**config.mk**
```make
export PLATFORM = sky130hd
export DESIGN_NAME = speed_pi_with_breakaway_kick
export DESIGN_NICKNAME = d
export VERILOG_FILES = /design/src/hdl/spk_pkg.sv /design/src/hdl/speed_pi_with_breakaway_kick.sv
export SDC_FILE = /design/constraint.sdc
export NUM_CORES = 2
export LEC_CHECK = 0
export ABC_AREA = 0
export BUFFER_PORTS_ARGS = -buffer_cell sky130_fd_sc_hd__buf_2
export CORE_ASPECT_RATIO = 1.75
export CORE_MARGIN = 1.5
export CORE_UTILIZATION = 30
export CTS_CLUSTER_DIAMETER = 150
export DETAILED_ROUTE_END_ITERATION = 8
export PLACE_DENSITY = 0.54
export SLEW_MARGIN = 20
export SYNTH_ARGS = -nofsm -noshare
export SYNTH_HDL_FRONTEND = slang
export SYNTH_SLANG_ARGS = --single-unit
```
**constraint.sdc**
```tcl
create_clock -name clk_i -period 9.7 [get_ports clk_i]
set_input_delay 0 -clock clk_i [delete_from_list [all_inputs] [get_ports clk_i]]
set_output_delay 0 -clock clk_i [all_outputs]
set_load 0.01 [all_outputs]
```
**src/hdl/spk_pkg.sv**
```systemverilog
// Shared constants, register indexes and widths for the speed PI controller.
package spk_pkg;

  // Output duty limit and the saturation applied to the 10-bit duty fields.
  localparam int unsigned DUTY_MAX   = 1023;
  localparam int unsigned DUTY_W     = 10;
  localparam logic [DUTY_W-1:0] OUT_LIMIT =
      DUTY_W'((DUTY_MAX < 1023) ? DUTY_MAX : 1023);

  // Field widths.
  localparam int unsigned CFG_W      = 16;
  localparam int unsigned KICK_W     = 10;
  localparam int unsigned TGT_IN_W   = 15;
  localparam int unsigned DELTA_W    = 12;
  localparam int unsigned DRIVE_W    = 11;
  localparam int unsigned IDX_W      = 3;
  localparam int unsigned IN_DATA_W  = 32;
  localparam int unsigned OUT_DATA_W = 32;

  // Datapath widths.
  localparam int unsigned MUL_A_W    = 30;
  localparam int unsigned MUL_B_W    = 17;
  localparam int unsigned MUL_P_W    = MUL_A_W + MUL_B_W;
  localparam int unsigned TGT_W      = 27;
  localparam int unsigned MEAS_W     = 28;
  localparam int unsigned ERR_W      = 29;
  localparam int unsigned INTEG_W    = 28;
  localparam int unsigned INTEG_FRAC = 11;
  localparam int unsigned SUM_FRAC   = 24;
  localparam int unsigned SUM_W      = 48;

  localparam logic signed [SUM_W-1:0] INT_LIM = SUM_W'(DUTY_MAX) <<< INTEG_FRAC;
  localparam logic signed [SUM_W-1:0] SUM_LIM = SUM_W'(DUTY_MAX) <<< SUM_FRAC;
  localparam logic signed [SUM_W-1:0] INC_ROUND =
      SUM_W'(1) <<< (SUM_FRAC - INTEG_FRAC - 1);
  localparam logic [SUM_W-1:0] MAG_ROUND = SUM_W'(1) << (SUM_FRAC - 1);

  // One rpm and the breakaway speed, both in Q8.
  localparam logic signed [TGT_W-1:0]  ONE_RPM_Q8   = TGT_W'(256);
  localparam logic signed [MEAS_W-1:0] BREAKAWAY_Q8 = MEAS_W'(50 * 256);

  // Configuration register indexes.
  localparam logic [IDX_W-1:0] REG_GEAR_RATIO  = 3'd0;
  localparam logic [IDX_W-1:0] REG_RPM_PER_CNT = 3'd1;
  localparam logic [IDX_W-1:0] REG_PROP_GAIN   = 3'd2;
  localparam logic [IDX_W-1:0] REG_INTEG_GAIN  = 3'd3;
  localparam logic [IDX_W-1:0] REG_FF_GAIN     = 3'd4;
  localparam logic [IDX_W-1:0] REG_KICK_START  = 3'd5;
  localparam logic [IDX_W-1:0] REG_KICK_STEP   = 3'd6;
  localparam logic [IDX_W-1:0] REG_KICK_CEIL   = 3'd7;

  // Register reset values.
  localparam logic [CFG_W-1:0]  GEAR_RATIO_RST  = 16'd33536;
  localparam logic [CFG_W-1:0]  RPM_PER_CNT_RST = 16'd12000;
  localparam logic [CFG_W-1:0]  PROP_GAIN_RST   = 16'd1966;
  localparam logic [CFG_W-1:0]  INTEG_GAIN_RST  = 16'd131;
  localparam logic [CFG_W-1:0]  FF_GAIN_RST     = 16'd7449;
  localparam logic [KICK_W-1:0] KICK_START_RST  = 10'd400;
  localparam logic [KICK_W-1:0] KICK_STEP_RST   = 10'd30;
  localparam logic [KICK_W-1:0] KICK_CEIL_RST   = 10'd850;

endpackage

```
**src/hdl/speed_pi_with_breakaway_kick.sv**
```systemverilog
// Speed PI controller with feedforward and breakaway kick, on one shared multiplier.
//
//   channel   dir  handshake                  payload (low bit up)
//   s_axis    in   s_axis_tvalid/tready       enable, target_speed_q4, encoder_delta
//   m_axis    out  m_axis_tvalid/tready       duty_forward, duty_reverse,
//                                             drive_signed, stalled_flag
//   cfg       in   cfg_we_i (no wait)         cfg_idx_i, cfg_wdata_i
//
// An enabled tick runs from acceptance to the result register in this order: five
// products go one after another through the single 30x17 signed multiplier,
// followed by integrator, sum, kick and rounding steps. A disabled tick goes
// straight to the output step. A new word is taken only while the sequencer is idle.
// Reset loads the register defaults, clears the integrator and arms the kick
// at kick_start. A stalled output holds its word; the sequencer finishes the
// next tick and waits in its last step until the output register is free.
module speed_pi_with_breakaway_kick (
  input  logic                           clk_i,
  input  logic                           rst_ni,
  // enable[0], target_speed_q4[15:1], encoder_delta[27:16], zero fill
  input  logic [spk_pkg::IN_DATA_W-1:0]  s_axis_tdata,
  input  logic                           s_axis_tvalid,
  output logic                           s_axis_tready,
  // duty_forward[9:0], duty_reverse[19:10], drive_signed[30:20], stalled_flag[31]
  output logic [spk_pkg::OUT_DATA_W-1:0] m_axis_tdata,
  output logic                           m_axis_tvalid,
  input  logic                           m_axis_tready,
  input  logic                           cfg_we_i,
  input  logic [spk_pkg::IDX_W-1:0]      cfg_idx_i,
  input  logic [spk_pkg::CFG_W-1:0]      cfg_wdata_i
);
  import spk_pkg::*;

  typedef enum logic [3:0] {
    ST_IDLE, ST_TGT, ST_MEAS, ST_ERR, ST_PROP,
    ST_INTG, ST_UPD, ST_SUM, ST_KICK, ST_OUT
  } state_e;

  // Configuration registers.
  logic [CFG_W-1:0]  gear_q, rpm_q, pgain_q, igain_q, ffgain_q;
  logic [KICK_W-1:0] kick_start_q, kick_step_q, kick_ceil_q;

  always_ff @(posedge clk_i or negedge rst_ni) begin
    if (!rst_ni) begin
      gear_q       <= GEAR_RATIO_RST;
      rpm_q        <= RPM_PER_CNT_RST;
      pgain_q      <= PROP_GAIN_RST;
      igain_q      <= INTEG_GAIN_RST;
      ffgain_q     <= FF_GAIN_RST;
      kick_start_q <= KICK_START_RST;
      kick_step_q  <= KICK_STEP_RST;
      kick_ceil_q  <= KICK_CEIL_RST;
    end else if (cfg_we_i) begin
      case (cfg_idx_i)
        REG_GEAR_RATIO:  gear_q       <= cfg_wdata_i;
        REG_RPM_PER_CNT: rpm_q        <= cfg_wdata_i;
        REG_PROP_GAIN:   pgain_q      <= cfg_wdata_i;
        REG_INTEG_GAIN:  igain_q      <= cfg_wdata_i;
        REG_FF_GAIN:     ffgain_q     <= cfg_wdata_i;
        REG_KICK_START:  kick_start_q <= cfg_wdata_i[KICK_W-1:0];
        REG_KICK_STEP:   kick_step_q  <= cfg_wdata_i[KICK_W-1:0];
        REG_KICK_CEIL:   kick_ceil_q  <= cfg_wdata_i[KICK_W-1:0];
        default: ;
      endcase
    end
  end

  state_e state_q;

  // Latched tick inputs.
  logic                      en_q;
  logic signed [TGT_IN_W-1:0] tq4_q;
  logic signed [DELTA_W-1:0]  delta_q;

  // Datapath registers.
  logic signed [MUL_P_W-1:0] prod_q;
  logic signed [TGT_W-1:0]   tgt_q;
  logic signed [ERR_W-1:0]   err_q;
  logic signed [SUM_W-1:0]   acc_q;
  logic signed [INTEG_W-1:0] integ_q;
  logic [KICK_W-1:0]         kick_q;
  logic                      stalled_q;
  logic                      neg_q;
  logic [SUM_W-1:0]          mag_q;

  logic [OUT_DATA_W-1:0] m_tdata_q;
  logic                  m_tvalid_q;

  assign s_axis_tready = (state_q == ST_IDLE);
  assign m_axis_tdata  = m_tdata_q;
  assign m_axis_tvalid = m_tvalid_q;

  // Shared multiplier: operand selection per sequencer step.
  logic signed [MUL_A_W-1:0] mul_a;
  logic signed [MUL_B_W-1:0] mul_b;
  logic signed [MUL_P_W-1:0] mul_p;

  always_comb begin
    case (state_q)
      ST_TGT: begin
        mul_a = MUL_A_W'(tq4_q);
        mul_b = $signed({1'b0, gear_q});
      end
      ST_MEAS: begin
        mul_a = MUL_A_W'(delta_q);
        mul_b = $signed({1'b0, rpm_q});
      end
      ST_ERR: begin
        mul_a = MUL_A_W'(tgt_q);
        mul_b = $signed({1'b0, ffgain_q});
      end
      ST_PROP: begin
        mul_a = MUL_A_W'(err_q);
        mul_b = $signed({1'b0, pgain_q});
      end
      ST_INTG: begin
        mul_a = MUL_A_W'(err_q);
        mul_b = $signed({1'b0, igain_q});
      end
      default: begin
        mul_a = '0;
        mul_b = '0;
      end
    endcase
  end

  assign mul_p = mul_a * mul_b;

  // Step-local arithmetic.
  logic signed [MEAS_W-1:0] meas_w;
  logic                     commanded_w, slow_w;
  logic signed [SUM_W-1:0]  inc_w, isum_w, ssum_w;
  logic [KICK_W:0]          kick_inc_w;
  logic [KICK_W-1:0]        kick_next_w;
  logic [SUM_W-1:0]         abs_acc_w, kick_full_w, rnd_w;
  logic [SUM_W-SUM_FRAC-1:0] mag_wide_w;
  logic [DUTY_W-1:0]        mag_out_w;
  logic [DRIVE_W-1:0]       drive_w;

  always_comb begin
    meas_w      = prod_q[MEAS_W-1:0];
    commanded_w = (tgt_q > ONE_RPM_Q8) || (tgt_q < -ONE_RPM_Q8);
    slow_w      = (meas_w < BREAKAWAY_Q8) && (meas_w > -BREAKAWAY_Q8);

    // Integrator increment, Q24 rounded half up to Q11.
    inc_w  = (SUM_W'(prod_q) + INC_ROUND) >>> (SUM_FRAC - INTEG_FRAC);
    isum_w = SUM_W'(integ_q) + inc_w;

    ssum_w = acc_q + (SUM_W'(integ_q) <<< (SUM_FRAC - INTEG_FRAC));

    kick_inc_w  = {1'b0, kick_q} + {1'b0, kick_step_q};
    kick_next_w = (kick_inc_w > {1'b0, kick_ceil_q}) ? kick_ceil_q
                                                     : kick_inc_w[KICK_W-1:0];

    abs_acc_w   = (acc_q < 0) ? SUM_W'(-acc_q) : SUM_W'(acc_q);
    kick_full_w = SUM_W'({kick_q, {SUM_FRAC{1'b0}}});

    rnd_w      = mag_q + MAG_ROUND;
    mag_wide_w = rnd_w[SUM_W-1:SUM_FRAC];
    mag_out_w  = (mag_wide_w > (SUM_W-SUM_FRAC)'(OUT_LIMIT)) ? OUT_LIMIT
                                                            : mag_wide_w[DUTY_W-1:0];
    drive_w    = neg_q ? (DRIVE_W'(0) - {1'b0, mag_out_w}) : {1'b0, mag_out_w};
  end

  always_ff @(posedge clk_i or negedge rst_ni) begin
    if (!rst_ni) begin
      state_q    <= ST_IDLE;
      integ_q    <= '0;
      kick_q     <= KICK_START_RST;
      m_tvalid_q <= 1'b0;
      m_tdata_q  <= '0;
      en_q       <= 1'b0;
      tq4_q      <= '0;
      delta_q    <= '0;
      prod_q     <= '0;
      tgt_q      <= '0;
      err_q      <= '0;
      acc_q      <= '0;
      stalled_q  <= 1'b0;
      neg_q      <= 1'b0;
      mag_q      <= '0;
    end else begin
      // Drop the result word once taken, unless the last step loads a new one.
      if (m_tvalid_q && m_axis_tready && (state_q != ST_OUT)) begin
        m_tvalid_q <= 1'b0;
      end

      case (state_q)
        ST_IDLE: begin
          if (s_axis_tvalid) begin
            en_q    <= s_axis_tdata[0];
            tq4_q   <= s_axis_tdata[TGT_IN_W:1];
            delta_q <= s_axis_tdata[TGT_IN_W+DELTA_W:TGT_IN_W+1];
            state_q <= ST_TGT;
          end
        end
        ST_TGT: begin
          if (!en_q) begin
            // Coast: clear the loop and return an all-zero word.
            integ_q   <= '0;
            kick_q    <= kick_start_q;
            stalled_q <= 1'b0;
            neg_q     <= 1'b0;
            mag_q     <= '0;
            state_q   <= ST_OUT;
          end else begin
            prod_q  <= mul_p;
            state_q <= ST_MEAS;
          end
        end
        ST_MEAS: begin
          // Target motor rpm Q8: floor of the Q12 product.
          tgt_q   <= prod_q[TGT_W+3:4];
          prod_q  <= mul_p;
          state_q <= ST_ERR;
        end
        ST_ERR: begin
          err_q     <= ERR_W'(tgt_q) - ERR_W'(meas_w);
          stalled_q <= commanded_w && slow_w;
          prod_q    <= mul_p;
          state_q   <= ST_PROP;
        end
        ST_PROP: begin
          acc_q   <= SUM_W'(prod_q);
          prod_q  <= mul_p;
          state_q <= ST_INTG;
        end
        ST_INTG: begin
          acc_q   <= acc_q + SUM_W'(prod_q);
          prod_q  <= mul_p;
          state_q <= ST_UPD;
        end
        ST_UPD: begin
          // Freeze the integrator while stalled.
          if (!stalled_q) begin
            if (isum_w > INT_LIM) begin
              integ_q <= INTEG_W'(INT_LIM);
            end else if (isum_w < -INT_LIM) begin
              integ_q <= INTEG_W'(-INT_LIM);
            end else begin
              integ_q <= isum_w[INTEG_W-1:0];
            end
          end
          state_q <= ST_SUM;
        end
        ST_SUM: begin
          if (ssum_w > SUM_LIM) begin
            acc_q <= SUM_LIM;
          end else if (ssum_w < -SUM_LIM) begin
            acc_q <= -SUM_LIM;
          end else begin
            acc_q <= ssum_w;
          end
          // Escalate the kick while stalled, re-arm it otherwise.
          kick_q  <= stalled_q ? kick_next_w : kick_start_q;
          state_q <= ST_KICK;
        end
        ST_KICK: begin
          if (stalled_q && (abs_acc_w < kick_full_w)) begin
            neg_q <= (tgt_q < 0);
            mag_q <= kick_full_w;
          end else begin
            neg_q <= (acc_q < 0);
            mag_q <= abs_acc_w;
          end
          state_q <= ST_OUT;
        end
        ST_OUT: begin
          // Hold until the output register is free.
          if (!m_tvalid_q || m_axis_tready) begin
            m_tdata_q  <= {stalled_q, drive_w,
                           neg_q ? mag_out_w : DUTY_W'(0),
                           neg_q ? DUTY_W'(0) : mag_out_w};
            m_tvalid_q <= 1'b1;
            state_q    <= ST_IDLE;
          end
        end
        default: state_q <= ST_IDLE;
      endcase
    end
  end

endmodule

```
==> flow_summary.toml <==
[global_route]
met3_usage_pct = 1.55
grt_pass1_vias = 38700
grt_most_used_layer = "met2"
met2_usage_pct = 39.3
grt.total_usage_pct = 20.7
antenna_found_initial = 5
grt_use_met1_pct = 21.2
overflow = 0
grt_pass1_wl_um = 235000
grt_max_degree = 129

[floorplanning]
dieHeight_um = 509
die-area_um2 = 149000
core_area_um2 = 145000
num_io_pins = 90
die_w_um = 292
start_util_pct = 30.3
row_count = 185

[synth]
synth_xor_area_share_pct = 4.86
synth-simple-area-share_pct = 15.2
synth-main-ff-cell = "dfrtp_1"
syn_avg_cell_area_um2 = 8.85
yosys-top-cells-area = "fa_1, dfrtp_1, ha_1, inv_1, nand2_1"
synth_cell_type_count = 98
syn-instance-count = 4966
synth_fp_nets = 5769
synth-edff-count = 0
async_flop_share_pct = 100
synth_top_area_share_pct = 20.8
synth_top_family_by_area = "adder cells"
netlist.top_cell.by_area = "fa_1"
ys_seq_elements = 391
yosys_warnings = 0
muxShareOfSynthArea_pct = 5.54
synth_compound_area_share_pct = 15.6
synth-seq-area-share_pct = 22.4
synthAdderAreaFrac_pct = 29.0
synth.cell_area_um2 = 44000

[clock_tree]
clkTransAtPathRegs_ps = 70
cts_tree = "yes"
clk_path_buf_depth = 3
cts_sinks = 391
ctsRootBufferMaster = "clkbuf_16"
cts_max_level = 2
cts_made_buffers = 42
worstSkewPairLatency_ps = 640

[timing]
setup_viol = 0
finalCritPeriodShare_pct = 95.4
worst-slew-pin-transition_ps = 1200
finClkSkew_ps = 50.5
slew_headroom_pct = 18.2
rsz0062_at_grt = "no"
fmax_mhz = 108
finalCriticalPeriod_ps = 9260
finalHoldViolations = 0
setup-tns-final_ps = 0
maxSlewViolCount = 0

[worst_setup_path]
cpPeakStageDelay_ps = 650
arrival_ps = 9720
crit_path_start_kind = "flop"
path_class = "flop to flop"
critPathBufInv = 6
reg2reg_depth = 29
reg2reg_from = "state_q[2]"
regToRegSetupSlack_ps = 440
cp_common_cell = "fa_1"
rr_endpoint = "prod_q[42]"
cp.required_ps = 10160
path_delay_family = "adder cells"
cp_slowest_cell = "dfrtp_1"
crit_fanout = 22
critPathCaptureType = "flop"

[worst_hold_path]
whs_path_depth = 4
holdCritStartpoint = "cfg_idx_i[0]"
min_path_type = "primary input to flop"
hold_end = "ffgain_q[0]"

[finish]
final_common_cell = "inv_1"
drive_gt1_share_pct = 11.3
area_growth_pct = 11.8
num-fill-cells = 15200
layout_common_cells = "inv_1, nand2_1, fa_1"
fin_nets = 5872

[detailed_routing]
vias = 36600
drt-total-wl_um = 153000
wl_per_cell_um = 21.9
drt-pass1-iter-count = 7
drt-initial-drc-count = 2014
via_per_inst = 5.25
postRouteAntennaNets = 0
drc_errors = 0

[placed_design]
io_buffers = 85
gp_congestion = 0.971
hpwlAfterDp_um = 125000

[outcome]
run_status = "finished clean"

[flow_run]
cap_viol_max_count = 0
[cell usage after synthesis (21+ instances only)]
| master | number |
|---|---|
| inv_1 | 647 |
| nand2_1 | 603 |
| fa_1 | 456 |
| nor2_1 | 394 |
| dfrtp_1 | 348 |
| ha_1 | 291 |
| o21ai_0 | 246 |
| a21oi_1 | 232 |
| clkbuf_1 | 185 |
| mux2_2 | 177 |
| xnor2_1 | 130 |
| xor2_1 | 114 |
| a21o_1 | 103 |
| nand3_1 | 73 |
| nor3_1 | 65 |
| a22oi_1 | 58 |
| nand2b_1 | 51 |
| nand4_1 | 49 |
| and3_1 | 44 |
| dfstp_2 | 43 |
| a31oi_1 | 41 |
| a22o_1 | 35 |
| a211oi_1 | 34 |
| mux2i_1 | 34 |
| a221o_1 | 31 |
| nor4_1 | 30 |
| o21a_1 | 29 |
| and2_1 | 28 |
| nor2b_1 | 28 |
| or3_1 | 23 |
| o31ai_1 | 22 |
| or2_2 | 21 |
[worst reg2reg max path: cells and delay by family (launching register included)]
| family | cells | cell delay, ps |
|---|---|---|
| adder cells (fa/ha/maj) | 7 | 3460 |
| XOR/XNOR | 1 | 150 |
| AND/OR/NAND/NOR | 4 | 970 |
| AO/OA/AOI/OAI | 11 | 2930 |
| buffers and inverters | 6 | 930 |
| flip-flops | 1 | 650 |
[how the worst max path moves through the flow]
stage | start | to | slack [ps] | depth (start not counted)
after floorplan | state_q[0] | prod_q[31] | 1310 | 32
after global placement | state_q[2] | prod_q[44] | 400 | 30
after detailed placement | state_q[2] | prod_q[44] | 370 | 30
after CTS | state_q[2] | prod_q[42] | 320 | 30
after global routing | state_q[2] | prod_q[31] | 60 | 30
final | state_q[2] | prod_q[42] | 440 | 29
[flip-flops by register name (all words and copies together), names as in the netlist, 15 cells and up]
signal / flops
mag_q: 25
m_axis_tdata: 32
acc_q: 48
igain_q: 16
rpm_q: 16
integ_q: 28
tq4_q: 15
tgt_q: 27
pgain_q: 16
prod_q: 47
err_q: 29
gear_q: 16
ffgain_q: 16
[per-layer routing]
layer / vias to the layer above / routed length, µm
met3: 367 / 5170
met5: - / 12
met4: 2 / 12800
met1: 18300 / 53900
met2: 901 / 81100
li1: 17000 / -
[cell type report]
cell class / count / area (µm²) / area share, %
Antenna cell: 1 / 2.50 / 0.00509
Clock buffer: 57 / 1180 / 2.40
Clock inverter: 20 / 277 / 0.563
Inverter: 647 / 2430 / 4.94
Multi-Input combinational cell: 3723 / 31000 / 63.1
Sequential cell: 391 / 9840 / 20.0
Tap cell: 1870 / 2340 / 4.76
Timing Repair Buffer: 264 / 2070 / 4.21
[kinds of logic after synthesis]
kind of cell               count (synthesis)
buffers and inverters                    852
and+or+nand+nor                         1470
muxes                                    220
adders and majority gates                747
DFF                                      391
AOI/OAI and AO/OA                       1042
xor gates and xnor gates                 244
[through the flow]
stage / utilization (%) / hold WS (ps) / area, µm² / instances / setup WS [ps]
after floorplan: - / -296 / 44000 / 4966 / 1310
after global placement: 32.4 / 53.3 / 47200 / 6846 / 403
after detailed placement: 32.4 / 53.8 / 47200 / 6846 / 371
after CTS: 33.8 / 66.3 / 49100 / 6972 / 320
after global routing: 33.8 / 119 / 49200 / 6973 / 56.9
final: 33.8 / 94.4 / 49200 / 6973 / 442
[timing repair]
item,in CTS,in global routing
setup buffers,0,0
hold buffers,49,0
hold endpoints to repair,225,0
setup endpoints to repair,0,4
gates resized for setup,0,4
Power is not shown: default switching activity piles up to over one toggle a cycle in this logic, so the estimate is an artifact.
